## src/design/mht_pkg.sv

```systemverilog
// ---------------------------------------------------------------------------
// Message header tokenizer package
// Result kinds, result record, step summary and character constants.
// ---------------------------------------------------------------------------
package mht_pkg;

    typedef enum logic [2:0] {
        K_NAME      = 3'd0,
        K_NAME_END  = 3'd1,
        K_BODY      = 3'd2,
        K_FIELD_END = 3'd3,
        K_DONE      = 3'd4,
        K_INVALID   = 3'd5,
        K_TOO_LARGE = 3'd6
    } t_kind;

    typedef struct packed {
        t_kind       kind;
        logic [7:0]  tbyte;
        logic        last;
    } t_token;

    typedef struct packed {
        logic [1:0]  count;
        t_token      tok0;
        t_token      tok1;
    } t_step;

    localparam int unsigned LIMIT_W = 16;
    localparam logic [LIMIT_W-1:0] LIMIT_RESET = 16'd8192;

    localparam logic [7:0] C_COLON    = 8'h3A;
    localparam logic [7:0] C_CR       = 8'h0D;
    localparam logic [7:0] C_LF       = 8'h0A;
    localparam logic [7:0] C_PRINT_LO = 8'd33;
    localparam logic [7:0] C_PRINT_HI = 8'd126;
    localparam logic [7:0] C_WS_LO    = 8'd9;
    localparam logic [7:0] C_WS_HI    = 8'd13;
    localparam logic [7:0] C_SPACE    = 8'd32;

    function automatic t_token make_token(input t_kind kind, input logic [7:0] tbyte);
        t_token t;
        t.kind  = kind;
        t.tbyte = tbyte;
        t.last  = 1'b0;
        return t;
    endfunction

endpackage

```

## src/design/mht_if.sv

```systemverilog
// ---------------------------------------------------------------------------
// Message header tokenizer channels
// Input byte channel and result channel, each with valid and ready.
// ---------------------------------------------------------------------------
interface mht_in_if;
    logic        valid;
    logic        ready;
    logic        action;
    logic [7:0]  data_byte;

    modport source (output valid, output action, output data_byte, input ready);
    modport sink   (input valid, input action, input data_byte, output ready);
endinterface

interface mht_out_if;
    logic        valid;
    logic        ready;
    logic [2:0]  token_kind;
    logic [7:0]  token_byte;
    logic        last_of_run;

    modport source (output valid, output token_kind, output token_byte,
                    output last_of_run, input ready);
    modport sink   (input valid, input token_kind, input token_byte,
                    input last_of_run, output ready);
endinterface

```

## src/design/mht_core.sv

```systemverilog
// ---------------------------------------------------------------------------
// Message header tokenizer parse core
// Holds the parse phase and stored byte count, and works out the results
// of one byte from them.
// ---------------------------------------------------------------------------
module mht_core (
    input  logic                        i_clk,
    input  logic                        i_rst_n,
    input  logic                        i_take,
    input  logic                        i_action,
    input  logic [7:0]                  i_data_byte,
    input  logic [mht_pkg::LIMIT_W-1:0] i_limit,
    output mht_pkg::t_step              o_step
);

    typedef enum logic [3:0] {
        PH_LINE0   = 4'd0,
        PH_CR      = 4'd1,
        PH_NAME    = 4'd2,
        PH_NAMESP  = 4'd3,
        PH_BODY0   = 4'd4,
        PH_BODY    = 4'd5,
        PH_BODY_CR = 4'd6,
        PH_NEWLINE = 4'd7,
        PH_END_CR  = 4'd8,
        PH_HALT    = 4'd9
    } t_phase;

    t_phase                      r_phase;
    t_phase                      n_phase;
    logic [mht_pkg::LIMIT_W-1:0] r_count;
    logic [mht_pkg::LIMIT_W-1:0] n_count;
    mht_pkg::t_step              step;

    always_comb begin
        logic [mht_pkg::LIMIT_W:0] sum1;
        logic [mht_pkg::LIMIT_W:0] sum2;
        logic                      ok1;
        logic                      ok2;
        logic                      is_ws;
        logic                      is_print;
        logic                      is_colon;
        logic [7:0]                c;

        c        = i_data_byte;
        sum1     = {1'b0, r_count} + {{mht_pkg::LIMIT_W{1'b0}}, 1'b1};
        sum2     = {1'b0, r_count} + {{(mht_pkg::LIMIT_W-1){1'b0}}, 2'd2};
        ok1      = sum1 < {1'b0, i_limit};
        ok2      = sum2 < {1'b0, i_limit};
        is_ws    = (c == mht_pkg::C_SPACE) || (c inside {[mht_pkg::C_WS_LO:mht_pkg::C_WS_HI]});
        is_print = c inside {[mht_pkg::C_PRINT_LO:mht_pkg::C_PRINT_HI]};
        is_colon = c == mht_pkg::C_COLON;

        n_phase    = r_phase;
        n_count    = r_count;
        step.count = 2'd0;
        step.tok0  = mht_pkg::make_token(mht_pkg::K_NAME, 8'd0);
        step.tok1  = mht_pkg::make_token(mht_pkg::K_NAME, 8'd0);

        if (i_action) begin
            n_phase = PH_LINE0;
            n_count = '0;
        end else begin
            case (r_phase)
                PH_LINE0: begin
                    if (is_print && !is_colon) begin
                        step.count = 2'd1;
                        if (ok1) begin
                            step.tok0 = mht_pkg::make_token(mht_pkg::K_NAME, c);
                            n_count   = sum1[mht_pkg::LIMIT_W-1:0];
                            n_phase   = PH_NAME;
                        end else begin
                            step.tok0 = mht_pkg::make_token(mht_pkg::K_TOO_LARGE, 8'd0);
                            n_phase   = PH_HALT;
                        end
                    end else if (c == mht_pkg::C_LF) begin
                        step.count = 2'd1;
                        step.tok0  = mht_pkg::make_token(mht_pkg::K_DONE, 8'd0);
                        n_phase    = PH_HALT;
                    end else if (c == mht_pkg::C_CR) begin
                        n_phase = PH_CR;
                    end else if (!is_ws) begin
                        step.count = 2'd1;
                        step.tok0  = mht_pkg::make_token(mht_pkg::K_INVALID, 8'd0);
                        n_phase    = PH_HALT;
                    end
                end
                PH_CR: begin
                    step.count = 2'd1;
                    step.tok0  = mht_pkg::make_token((c == mht_pkg::C_LF) ?
                                 mht_pkg::K_DONE : mht_pkg::K_INVALID, 8'd0);
                    n_phase    = PH_HALT;
                end
                PH_NAME: begin
                    step.count = 2'd1;
                    if (is_colon || (is_ws && !is_print)) begin
                        if (ok2) begin
                            step.tok0 = mht_pkg::make_token(mht_pkg::K_NAME_END, 8'd0);
                            n_count   = sum2[mht_pkg::LIMIT_W-1:0];
                            n_phase   = is_colon ? PH_BODY0 : PH_NAMESP;
                        end else begin
                            step.tok0 = mht_pkg::make_token(mht_pkg::K_TOO_LARGE, 8'd0);
                            n_phase   = PH_HALT;
                        end
                    end else if (is_print) begin
                        if (ok1) begin
                            step.tok0 = mht_pkg::make_token(mht_pkg::K_NAME, c);
                            n_count   = sum1[mht_pkg::LIMIT_W-1:0];
                        end else begin
                            step.tok0 = mht_pkg::make_token(mht_pkg::K_TOO_LARGE, 8'd0);
                            n_phase   = PH_HALT;
                        end
                    end else begin
                        step.tok0 = mht_pkg::make_token(mht_pkg::K_INVALID, 8'd0);
                        n_phase   = PH_HALT;
                    end
                end
                PH_NAMESP: begin
                    if (is_colon) begin
                        n_phase = PH_BODY0;
                    end else if (!is_ws) begin
                        step.count = 2'd1;
                        step.tok0  = mht_pkg::make_token(mht_pkg::K_INVALID, 8'd0);
                        n_phase    = PH_HALT;
                    end
                end
                PH_BODY0, PH_BODY: begin
                    if (c == mht_pkg::C_CR || c == mht_pkg::C_LF) begin
                        if (ok1) begin
                            n_count = sum1[mht_pkg::LIMIT_W-1:0];
                            n_phase = (c == mht_pkg::C_CR) ? PH_BODY_CR : PH_NEWLINE;
                        end else begin
                            step.count = 2'd1;
                            step.tok0  = mht_pkg::make_token(mht_pkg::K_TOO_LARGE, 8'd0);
                            n_phase    = PH_HALT;
                        end
                    end else if (r_phase == PH_BODY || !is_ws) begin
                        step.count = 2'd1;
                        if (ok1) begin
                            step.tok0 = mht_pkg::make_token(mht_pkg::K_BODY, c);
                            n_count   = sum1[mht_pkg::LIMIT_W-1:0];
                            n_phase   = PH_BODY;
                        end else begin
                            step.tok0 = mht_pkg::make_token(mht_pkg::K_TOO_LARGE, 8'd0);
                            n_phase   = PH_HALT;
                        end
                    end
                end
                PH_BODY_CR: begin
                    if (c == mht_pkg::C_LF) begin
                        n_phase = PH_NEWLINE;
                    end else begin
                        step.count = 2'd1;
                        step.tok0  = mht_pkg::make_token(mht_pkg::K_INVALID, 8'd0);
                        n_phase    = PH_HALT;
                    end
                end
                PH_NEWLINE: begin
                    if (c == mht_pkg::C_CR) begin
                        n_phase = PH_END_CR;
                    end else if (c == mht_pkg::C_LF) begin
                        step.count = 2'd2;
                        step.tok0  = mht_pkg::make_token(mht_pkg::K_FIELD_END, 8'd0);
                        step.tok1  = mht_pkg::make_token(mht_pkg::K_DONE, 8'd0);
                        n_phase    = PH_HALT;
                    end else if (is_ws) begin
                        if (ok1) begin
                            step.count = 2'd2;
                            step.tok0  = mht_pkg::make_token(mht_pkg::K_BODY, mht_pkg::C_LF);
                            step.tok1  = mht_pkg::make_token(mht_pkg::K_BODY, c);
                            n_count    = sum1[mht_pkg::LIMIT_W-1:0];
                            n_phase    = PH_BODY;
                        end else begin
                            step.count = 2'd1;
                            step.tok0  = mht_pkg::make_token(mht_pkg::K_TOO_LARGE, 8'd0);
                            n_phase    = PH_HALT;
                        end
                    end else if (is_print && !is_colon) begin
                        step.count = 2'd2;
                        step.tok0  = mht_pkg::make_token(mht_pkg::K_FIELD_END, 8'd0);
                        if (ok1) begin
                            step.tok1 = mht_pkg::make_token(mht_pkg::K_NAME, c);
                            n_count   = sum1[mht_pkg::LIMIT_W-1:0];
                            n_phase   = PH_NAME;
                        end else begin
                            step.tok1 = mht_pkg::make_token(mht_pkg::K_TOO_LARGE, 8'd0);
                            n_phase   = PH_HALT;
                        end
                    end else begin
                        step.count = 2'd1;
                        step.tok0  = mht_pkg::make_token(mht_pkg::K_INVALID, 8'd0);
                        n_phase    = PH_HALT;
                    end
                end
                PH_END_CR: begin
                    if (c == mht_pkg::C_LF) begin
                        step.count = 2'd2;
                        step.tok0  = mht_pkg::make_token(mht_pkg::K_FIELD_END, 8'd0);
                        step.tok1  = mht_pkg::make_token(mht_pkg::K_DONE, 8'd0);
                    end else begin
                        step.count = 2'd1;
                        step.tok0  = mht_pkg::make_token(mht_pkg::K_INVALID, 8'd0);
                    end
                    n_phase = PH_HALT;
                end
                PH_HALT: begin
                    n_phase = PH_HALT;
                end
                default: begin
                    n_phase = PH_HALT;
                end
            endcase
        end

        step.tok0.last = step.count == 2'd1;
        step.tok1.last = step.count == 2'd2;
    end

    assign o_step = step;

    always_ff @(posedge i_clk) begin
        if (!i_rst_n) begin
            r_phase <= PH_LINE0;
            r_count <= '0;
        end else if (i_take) begin
            r_phase <= n_phase;
            r_count <= n_count;
        end
    end

endmodule

```

## src/design/message_header_tokenizer_top.sv

```systemverilog
// ---------------------------------------------------------------------------
// Message header tokenizer
// Splits a byte stream of name:body header lines into tagged tokens.
// ---------------------------------------------------------------------------
//  Channel   Direction  Payload
//  i_in      sink       action, data_byte
//  o_out     source     token_kind, token_byte, last_of_run
//  i_cfg_*   write      header_limit, 16 bits
//
//  A byte is parsed in the cycle of its transfer and its results are held in
//  a two-entry result queue, from which they leave through the output channel
//  one at a time.
//  The input is ready when the queue will be empty after this cycle.
//  Reset is synchronous and restores the line start phase, a zero byte count,
//  an empty queue and a limit of 8192.
// ---------------------------------------------------------------------------
module message_header_tokenizer_top (
    input  logic                        i_clk,
    input  logic                        i_rst_n,
    mht_in_if.sink                      i_in,
    mht_out_if.source                   o_out,
    input  logic                        i_cfg_we,
    input  logic [mht_pkg::LIMIT_W-1:0] i_cfg_wdata
);

    logic [mht_pkg::LIMIT_W-1:0] r_limit;
    mht_pkg::t_token             r_q [2];
    logic [1:0]                  r_cnt;
    mht_pkg::t_step              step;
    logic                        take;
    logic                        pop;

    assign pop      = (r_cnt != 2'd0) && o_out.ready;
    assign i_in.ready = (r_cnt == 2'd0) || ((r_cnt == 2'd1) && o_out.ready);
    assign take     = i_in.valid && i_in.ready;

    mht_core u_core (
        .i_clk       (i_clk),
        .i_rst_n     (i_rst_n),
        .i_take      (take),
        .i_action    (i_in.action),
        .i_data_byte (i_in.data_byte),
        .i_limit     (r_limit),
        .o_step      (step)
    );

    always_ff @(posedge i_clk) begin
        if (!i_rst_n) begin
            r_limit <= mht_pkg::LIMIT_RESET;
        end else if (i_cfg_we) begin
            r_limit <= i_cfg_wdata;
        end
    end

    always_ff @(posedge i_clk) begin
        if (!i_rst_n) begin
            r_cnt <= 2'd0;
        end else if (take) begin
            r_cnt   <= step.count;
            r_q[0]  <= step.tok0;
            r_q[1]  <= step.tok1;
        end else if (pop) begin
            r_cnt   <= r_cnt - 2'd1;
            r_q[0]  <= r_q[1];
        end
    end

    assign o_out.valid       = r_cnt != 2'd0;
    assign o_out.token_kind  = r_q[0].kind;
    assign o_out.token_byte  = r_q[0].tbyte;
    assign o_out.last_of_run = r_q[0].last;

endmodule

```

## src/flat_wrapper.sv

```systemverilog
// flat-port wrapper written by rule: the top's interface ports become plain ports
module message_header_tokenizer_top_flat 
  (i_clk, i_rst_n, i_cfg_we, i_cfg_wdata, i_in_valid, i_in_action, i_in_data_byte, i_in_ready, o_out_valid, o_out_token_kind, o_out_token_byte, o_out_last_of_run, o_out_ready);
  mht_in_if i_in_i ();
  mht_out_if o_out_i ();
  input  logic i_clk;
  input  logic i_rst_n;
  input  logic i_cfg_we;
  input  logic [mht_pkg::LIMIT_W-1:0] i_cfg_wdata;
  input wire logic [$bits(i_in_i.valid)-1:0] i_in_valid;
  input wire logic [$bits(i_in_i.action)-1:0] i_in_action;
  input wire logic [$bits(i_in_i.data_byte)-1:0] i_in_data_byte;
  output wire logic [$bits(i_in_i.ready)-1:0] i_in_ready;
  output wire logic [$bits(o_out_i.valid)-1:0] o_out_valid;
  output wire logic [$bits(o_out_i.token_kind)-1:0] o_out_token_kind;
  output wire logic [$bits(o_out_i.token_byte)-1:0] o_out_token_byte;
  output wire logic [$bits(o_out_i.last_of_run)-1:0] o_out_last_of_run;
  input wire logic [$bits(o_out_i.ready)-1:0] o_out_ready;
  assign i_in_i.valid = i_in_valid;
  assign i_in_i.action = i_in_action;
  assign i_in_i.data_byte = i_in_data_byte;
  assign i_in_ready = i_in_i.ready;
  assign o_out_valid = o_out_i.valid;
  assign o_out_token_kind = o_out_i.token_kind;
  assign o_out_token_byte = o_out_i.token_byte;
  assign o_out_last_of_run = o_out_i.last_of_run;
  assign o_out_i.ready = o_out_ready;
  message_header_tokenizer_top u_core (.i_clk(i_clk), .i_rst_n(i_rst_n), .i_in(i_in_i), .o_out(o_out_i), .i_cfg_we(i_cfg_we), .i_cfg_wdata(i_cfg_wdata));
endmodule
```

## config.mk

```make
export PLATFORM = sky130hd
export DESIGN_NAME = message_header_tokenizer_top_flat
export DESIGN_NICKNAME = d
export VERILOG_FILES = /design/src/design/mht_pkg.sv /design/src/design/mht_if.sv /design/src/design/mht_core.sv /design/src/design/message_header_tokenizer_top.sv /design/src/flat_wrapper.sv
export SDC_FILE = /design/constraint.sdc
export NUM_CORES = 1
export LEC_CHECK = 0
export ABC_AREA = 0
export BUFFER_PORTS_ARGS = -buffer_cell sky130_fd_sc_hd__buf_4
export CORE_MARGIN = 2
export CORE_UTILIZATION = 45
export CTS_BUF_LIST = sky130_fd_sc_hd__clkbuf_16
export DETAILED_ROUTE_END_ITERATION = 16
export PLACE_DENSITY = 0.67
export SKIP_LAST_GASP = 1
export SLEW_MARGIN = 30
export SYNTH_ARGS = -nofsm -noshare
export SYNTH_HDL_FRONTEND = slang
export SYNTH_SLANG_ARGS = --single-unit
```

## constraint.sdc

```tcl
create_clock -name i_clk -period 4.8 [get_ports i_clk]
set_clock_uncertainty 0.15 [all_clocks]
set_input_delay 0.72 -clock i_clk [delete_from_list [all_inputs] [get_ports i_clk]]
set_output_delay 0.72 -clock i_clk [all_outputs]
set_load 0.01 [all_outputs]
```

==> out/metrics.yaml, run 1 <==
sta:
  worst-slew-pin-transition_ns: 0.889
  grt_setup_unrepaired: "true"
  fmax_ghz: 0.221
  setup-violations-final: 0
  final_max_slew_viol_count: 0
  max_slew_margin_vs_limit: 0.402
  hold_viol: 0
  final.setup.worst_slack_ns: 0.274
  final_period_minus_worst_setup_slack_ns: 4.53
  finalCritPeriodShare: 0.943
cts:
  clk_transition_reported_paths_ns: 0.06
  tritoncts: "yes"
  worst_skew_pair.late_latency_ns: 0.34
  clkSinkCount: 61
  cts_max_level: 3
  cts_made_buffers: 9
  ctsRootBufferMaster: "sky130_fd_sc_hd__clkbuf_16"
  clock_tree.buffer_depth: 2
global_route:
  grt_start_max_net_pins: 26
  first_global_vias: 4848
  global_route_wire_length_before_repair_um: 25300
  initial_antenna_violation_count: 0
  grt_util_all_layers: 0.274
  globalRouteOverflowTotal: 0
place:
  dpl_worst_slack_ns: -0.0587
  port_bufs: 43
  place.detailed.hpwl_um: 11700
  finalWeightedCongestion: 0.983
  placed_cell_area_um2: 5500
critical_path:
  critPathSlowestCell: "sky130_fd_sc_hd__a211oi_1"
  cp.arrival_ns: 4.59
  critPathKind: "register to register"
  worst_setup_path_end_kind: "register"
  worst_ep_required_time_ns: 4.86
  number_of_buffer_and_inverter_instances_along_the_worst_setup_path: 0
  timing.critical_path.max_delay_family: "compound AO/OA/AOI/OAI gates"
  cp_max_fo: 14
  worst_setup_path_start_kind: "register"
  critPathMaxStageDelay_ns: 0.52
  cp_cell_instances: "ha_1 -> and3_2 -> nand2_1 -> nor2_1 -> and4_1 -> xor2_1 -> ha_1 -> o21ai_0 -> a22oi_1 -> a211oi_1 -> a211oi_1 -> nor2_1 -> o21ai_4 -> nor3_1 -> a221o_1"
detailed_routing:
  via_count: 5039
  first_pass_iters: 6
  vias_per_cell: 6.33
  drt-initial-drc-count: 493
  final_antenna_violating_net_count: 0
  drt_drc_violations_left: 0
  drt_wl_total_um: 15800
  routed_wire_length_per_instance_um: 19.8
logic_synthesis:
  ys_seq_area_frac: 0.289
  yosysTopAreaCellShare: 0.151
  number_of_nets_produced_by_synthesis: 683
  syn-mean-instance-area_um2: 8.13
  synth_cell_type_count: 78
  total_number_of_yosys_warnings: 0
  synth-main-ff-cell: "sky130_fd_sc_hd__dfxtp_1"
  cell_type_contributing_the_most_total_cell_area_after_synthesis: "sky130_fd_sc_hd__dfxtp_1"
  netlist_instances: 619
  post_synth_instance_area_um2: 5030
  synth-seq-cells: 61
  synth_top_cells_by_area: "sky130_fd_sc_hd__dfxtp_1 15%, sky130_fd_sc_hd__edfxtp_1 14%, sky130_fd_sc_hd__ha_1 8.5%"
  synth_edf_count: 23
  async_reset_ff_frac: 0
power:
  power.ir.vdd_worst_v: 0.000155
  power_w: 0.00166
  power-per-cell-area_nw_per_um2: 282
  leakage_nw: 2.33
min_path:
  holdCritPathClass: "register to register"
finish:
  layout.nets: 715
  final_layout_size_suffix_gt1_frac: 0.154
  num-fill-cells: 1019
  area_growth_syn_to_layout_pct: 16.7
  finalInstanceArea_um2: 5870
  antenna_cells: 0
floorplan:
  floorplan.die_area_um2: 12000
  floorplan.initialDensity: 0.462
  die_h_um: 110
  core_area_um2: 10900
  ios: 44
  rows: 38
  die_w_um: 110
run_status:
  outcome: "finished clean"
flow_run:
  max_cap_viol_count: 0
==> cell families after synthesis <==
logic type / Yosys count / share of synthesized area
AND/OR/NAND/NOR: 217 / 0.216
AO/OA/AOI/OAI: 185 / 0.261
buffers and inverters: 72 / 0.0594
flip-flops: 61 / 0.289
adder cells (fa/ha/maj): 34 / 0.0846
XOR/XNOR: 33 / 0.0575
multiplexers: 16 / 0.0318
other: 1 / 0.000746
==> synthesized netlist by cell type, drive strengths merged, types with 4 or more instances <==
cell type   n
nor3       16
mux2i      16
edfxtp     23
or3        11
nor4        6
o31ai       5
nor2       59
o211ai     11
a31oi       9
a211o       4
a21o        5
inv        29
xor2        9
and2       11
o2bb2ai     5
a21oi      43
a21boi      4
a221o       6
nor2b       6
nand4       8
ha         34
dfxtp      38
o22ai       6
a211oi     11
clkbuf     28
buf        14
nand2      55
nand3      23
o21ai      31
xnor2      24
and3        5
a22o        9
==> final timing paths <==
| check | depth (start not counted) | to | slack [ns] | from |
|---|---|---|---|---|
| max | 15 | u_core.u_core.r_count[5]$_SDFFE_PN0P_ | 0.27 | u_core.u_core.r_count[2]$_SDFFE_PN0P_ |
| min | 2 | u_core.r_limit[1]$_SDFFE_PN0P_ | 0.34 | u_core.r_limit[1]$_SDFFE_PN0P_ |
| max reg2reg | 15 | u_core.u_core.r_count[5]$_SDFFE_PN0P_ | 0.27 | u_core.u_core.r_count[2]$_SDFFE_PN0P_ |
| min reg2reg | 2 | u_core.r_limit[1]$_SDFFE_PN0P_ | 0.34 | u_core.r_limit[1]$_SDFFE_PN0P_ |
==> routing by layer <==
metal	vias up	wire length, um	global-route usage
li1	2364	-	-
met1	2356	6240	0.320
met2	253	7630	0.474
met3	66	1180	0.0622
met4	0	709	0.125
met5	-	0	0
==> worst reg2reg max path, stage by stage (launching register included) <==
cell                       delay, ns
sky130_fd_sc_hd__dfxtp_1        0.47
sky130_fd_sc_hd__ha_1           0.33
sky130_fd_sc_hd__and3_2         0.31
sky130_fd_sc_hd__nand2_1        0.14
sky130_fd_sc_hd__nor2_1         0.24
sky130_fd_sc_hd__and4_1         0.26
sky130_fd_sc_hd__xor2_1         0.26
sky130_fd_sc_hd__ha_1           0.25
sky130_fd_sc_hd__o21ai_0        0.11
sky130_fd_sc_hd__a22oi_1        0.16
sky130_fd_sc_hd__a211oi_1       0.10
sky130_fd_sc_hd__a211oi_1       0.52
sky130_fd_sc_hd__nor2_1         0.19
sky130_fd_sc_hd__o21ai_4        0.39
sky130_fd_sc_hd__nor3_1         0.14
sky130_fd_sc_hd__a221o_1        0.39
==> what timing repair did <==
item / CTS / global route
endpoints found under the setup margin: 2 / 32
buffers inserted: 0 / 0
gates resized for setup: 1 / 9
hold buffers: 0 / 0
endpoints found under the hold margin: 0 / 0
gates cloned: 0 / 0
pin swaps: 0 / 1
==> report_power, final <==
part | switching (W) | leakage (nW) | internal [W]
logic | 0.000201 | 1.63 | 0.000123
registers | 0.0000220 | 0.530 | 0.000571
clock network | 0.000275 | 0.161 | 0.000463
total | 0.000499 | 2.33 | 0.00116
==> metrics by stage <==
step | TNS, ns | hold WS, ns | std cells | util
after floorplan | 0 | 0.310 | 619 | -
after global placement | 0 | 0.324 | 780 | 0.506
after detailed placement | -0.101 | 0.330 | 780 | 0.506
after CTS | 0 | 0.345 | 796 | 0.536
after global routing | -0.00716 | 0.362 | 796 | 0.539
final | 0 | 0.340 | 796 | 0.539
==> cell type report <==
class | instances | area (um2) | area share
Sequential cell | 61 | 1450 | 0.247
Timing Repair Buffer | 63 | 485 | 0.0827
Tap cell | 140 | 175 | 0.0298
Multi-Input combinational cell | 486 | 3320 | 0.565
Clock inverter | 7 | 104 | 0.0177
Inverter | 30 | 113 | 0.0192
Clock buffer | 9 | 225 | 0.0384
==> placed cells by master (no fill, tap or decap), types with 5 or more instances in the layout <==
master,instances
sky130_fd_sc_hd__o211ai_1,11
sky130_fd_sc_hd__nor3_1,16
sky130_fd_sc_hd__o31ai_1,5
sky130_fd_sc_hd__nor2b_1,6
sky130_fd_sc_hd__inv_1,29
sky130_fd_sc_hd__a221o_1,6
sky130_fd_sc_hd__a21o_1,5
sky130_fd_sc_hd__a21oi_1,42
sky130_fd_sc_hd__ha_1,34
sky130_fd_sc_hd__edfxtp_1,23
sky130_fd_sc_hd__nand4_1,8
sky130_fd_sc_hd__or3_1,10
sky130_fd_sc_hd__a31oi_1,9
sky130_fd_sc_hd__nand3_1,21
sky130_fd_sc_hd__a211oi_1,10
sky130_fd_sc_hd__o2bb2ai_1,5
sky130_fd_sc_hd__nor2_1,56
sky130_fd_sc_hd__mux2i_1,16
sky130_fd_sc_hd__a22o_1,9
sky130_fd_sc_hd__xnor2_1,24
sky130_fd_sc_hd__nand2_1,54
sky130_fd_sc_hd__buf_4,62
sky130_fd_sc_hd__clkbuf_16,9
sky130_fd_sc_hd__xor2_1,9
sky130_fd_sc_hd__dfxtp_1,38
sky130_fd_sc_hd__o22ai_1,5
sky130_fd_sc_hd__and2_1,10
sky130_fd_sc_hd__o21ai_0,26
==> flip-flops by register name, indices dropped and copies added, names as in the netlist <==
register,flops
u_core.u_core.r_phase,4
u_core.r_q,23
u_core.r_cnt,2
u_core.u_core.r_count,16
u_core.r_limit,16
(Power assumes the default switching activity.)
==> inputs of run 2 (changes only) <==
--- a/config.mk
+++ b/config.mk
@@ -5,13 +5,13 @@
 export SDC_FILE = /design/constraint.sdc
 export NUM_CORES = 1
 export LEC_CHECK = 0
-export ABC_AREA = 0
+export ABC_AREA = 1
 export BUFFER_PORTS_ARGS = -buffer_cell sky130_fd_sc_hd__buf_4
 export CORE_MARGIN = 2
-export CORE_UTILIZATION = 45
+export CORE_UTILIZATION = 35
 export CTS_BUF_LIST = sky130_fd_sc_hd__clkbuf_16
 export DETAILED_ROUTE_END_ITERATION = 16
-export PLACE_DENSITY = 0.67
+export PLACE_DENSITY = 0.55
 export SKIP_LAST_GASP = 1
 export SLEW_MARGIN = 30
 export SYNTH_ARGS = -nofsm -noshare
==> out/metrics.yaml, run 2 <==
power:
  power-per-cell-area_nw_per_um2: 246
  clock_power_share: 0.403
  p_int_w: 0.00108
  power.switching_w: 0.000476
  leakage_nw: 3.18
  power.ir.vdd_worst_v: 0.000148
  combinationalPowerShare: 0.220
  power.share.switching: 0.305
  power.sequential.fraction: 0.378
finish:
  layout.cells.most_common: "sky130_fd_sc_hd__nand2_1"
  final_layout_size_suffix_gt1_frac: 0.176
  layout.nets: 942
  final_cell_mix: "218 x sky130_fd_sc_hd__nand2_1, 106 x sky130_fd_sc_hd__inv_1, 98 x sky130_fd_sc_hd__nor2_1"
  layout.cells.non_filler: 1099
  layout_top_registers: "u_core.r_q x23, u_core.r_limit x16, u_core.u_core.r_count x16"
  num-fill-cells: 1732
  number_of_flip_flops_under_the_largest_register_name: 23
  largest-register: "u_core.r_q"
  antenna_cells: 0
  area_growth_syn_to_layout_pct: 13.0
global_route:
  globalRouteOverflowTotal: 0
  grt_util_all_layers: 0.189
  grt_start_max_net_pins: 31
  global_route_wire_length_before_repair_um: 25200
  first_global_vias: 4844
  initial_antenna_violation_count: 0
sta:
  fmax_ghz: 0.248
  final_period_minus_worst_setup_slack_ns: 4.03
  grt_setup_unrepaired: "false"
  hold_viol: 0
  worst-slew-pin-transition_ns: 0.773
  setup-violations-final: 0
  hold-worst-slack_ns: 0.351
  final_max_slew_viol_count: 0
  max_slew_margin_vs_limit: 0.483
  finalCritPeriodShare: 0.839
  fin_tns_setup_ns: 0
detailed_routing:
  final_antenna_violating_net_count: 0
  drt_drc_violations_left: 0
  routed_wire_length_per_instance_um: 13.8
  via_count: 5262
  drt-initial-drc-count: 357
  vias_per_cell: 4.79
  first_pass_iters: 6
  drt_wl_total_um: 15200
logic_synthesis:
  synth_most_common_cell: "sky130_fd_sc_hd__nand2_1"
  netlist_top_cells_count: "218 x sky130_fd_sc_hd__nand2_1, 105 x sky130_fd_sc_hd__inv_1, 100 x sky130_fd_sc_hd__nor2_1"
  synth_top_cells_by_area: "sky130_fd_sc_hd__nand2_1 15%, sky130_fd_sc_hd__dfxtp_1 14%, sky130_fd_sc_hd__edfxtp_1 12%"
  syn-mean-instance-area_um2: 6.61
  cell_type_contributing_the_most_total_cell_area_after_synthesis: "sky130_fd_sc_hd__nand2_1"
  yosysTopAreaCellShare: 0.146
  synth-main-ff-cell: "sky130_fd_sc_hd__dfxtp_1"
  synth_cell_type_count: 49
  netlist_instances: 849
  total_number_of_yosys_warnings: 0
  post_synth_instance_area_um2: 5610
  number_of_nets_produced_by_synthesis: 913
  synth-seq-cells: 61
  synth_edf_count: 23
  ys_seq_area_frac: 0.259
  async_reset_ff_frac: 0
cts:
  ctsRootBufferMaster: "sky130_fd_sc_hd__clkbuf_16"
  worst_skew_pair.late_latency_ns: 0.34
  clock_tree.buffer_depth: 2
  postCtsHoldBufs: 0
  postCtsSetupRepairBufs: 0
  clk_transition_reported_paths_ns: 0.06
  tritoncts: "yes"
  clkSinkCount: 61
  post_cts_resize_count: 0
  cts_made_buffers: 9
  cts_max_level: 3
place:
  place.detailed.hpwl_um: 11700
  finalWeightedCongestion: 0.917
  port_bufs: 43
  placed_cell_count: 1083
critical_path:
  timing.critical_path.mode_cell: "sky130_fd_sc_hd__nand2_1"
  worst_setup_path_end_kind: "register"
  critPathSlowestCell: "sky130_fd_sc_hd__dfxtp_1"
  worst_ep_required_time_ns: 4.85
  critPathKind: "register to register"
  critPathMaxStageDelay_ns: 0.50
  worst_setup_path_start_kind: "register"
  cp_cell_instances: "ha_1 -> nand2_1 -> inv_1 -> nand3_1 -> nor2_1 -> nand2_1 -> xor2_1 -> inv_1 -> ha_1 -> nand2_1 -> inv_1 -> nand2_1 -> nand2_1 -> nand2_1 -> nand2_1 -> nor2_2 -> nand3_4 -> inv_2 -> nand2_1 -> nand2_2 -> nor2_1 -> o21ai_1 -> a21oi_1"
  cp_max_fo: 30
  cp.arrival_ns: 4.08
floorplan:
  floorplan.initialDensity: 0.356
  die_w_um: 131
  core_area_um2: 15800
  rows: 46
  die_h_um: 131
  floorplan.die_area_um2: 17100
  ios: 44
flow_run:
  max_cap_viol_count: 0
run_status:
  outcome: "finished clean"
min_path:
  holdCritPathClass: "register to register"
-- run 2: power by group through the flow --
stage	clock network, W	registers, W	logic [W]
after floorplan	0	0.000600	0.000240
after global placement	0	0.000599	0.000344
after detailed placement	0	0.000600	0.000343
after CTS	0.000649	0.000589	0.000344
after global routing	0.000668	0.000593	0.000391
final	0.000628	0.000589	0.000342
-- run 2: layout make-up --
class,count,area (um2),area share
multi-input cells,635,3510,0.554
repair buffers,48,360,0.0568
well taps,216,270,0.0426
flip-flops and latches,61,1450,0.229
inverters,123,464,0.0732
clock inverters,7,58.8,0.00927
clock buffers,9,225,0.0355
-- run 2: path summary, 6_finish.rpt --
path	from	to	slack, ns	cells after the start
setup reg to reg	u_core.u_core.r_count[2]$_SDFFE_PN0P_	u_core.u_core.r_phase[3]$_SDFFE_PN0P_	0.77	23
hold reg to reg	u_core.r_cnt[1]$_SDFFE_PN0P_	u_core.r_cnt[1]$_SDFFE_PN0P_	0.35	2
hold / removal	u_core.r_cnt[1]$_SDFFE_PN0P_	u_core.r_cnt[1]$_SDFFE_PN0P_	0.35	2
setup / recovery	u_core.u_core.r_count[2]$_SDFFE_PN0P_	u_core.u_core.r_phase[3]$_SDFFE_PN0P_	0.77	23
-- run 2: critical path: cells and delay by family, from the launching register on --
family	cells	cell delay (ns)
DFF	1	0.50
adders and majority gates	2	0.53
and+or+nand+nor	14	1.77
buffers and inverters	4	0.49
AOI/OAI and AO/OA	2	0.17
xor gates and xnor gates	1	0.26
-- run 2: cells by family after synthesis --
kind of cell,synth area share
simple gates,0.379
compound gates,0.133
fa+ha+maj,0.0758
other cells,0.000668
flops,0.259
buf+inv,0.116
xor+xnor,0.0359
-- run 2: through the flow --
step | setup slack (ns) | cell area (um2) | total power [W] | utilization
after floorplan | 1.57 | 5610 | 0.000840 | -
after CTS | 0.819 | 6340 | 0.00158 | 0.402
final | 0.771 | 6340 | 0.00156 | 0.402
after global placement | 0.991 | 6050 | 0.000943 | 0.384
after global routing | 0.286 | 6340 | 0.00165 | 0.402
after detailed placement | 0.830 | 6050 | 0.000942 | 0.384
-- run 2: routing by layer --
metal | track usage | wire, um | vias to the layer above
met5 | 0 | 0 | -
met2 | 0.314 | 7040 | 136
met1 | 0.254 | 7240 | 2350
met3 | 0.0326 | 691 | 14
li1 | - | - | 2762
met4 | 0.0532 | 193 | 0
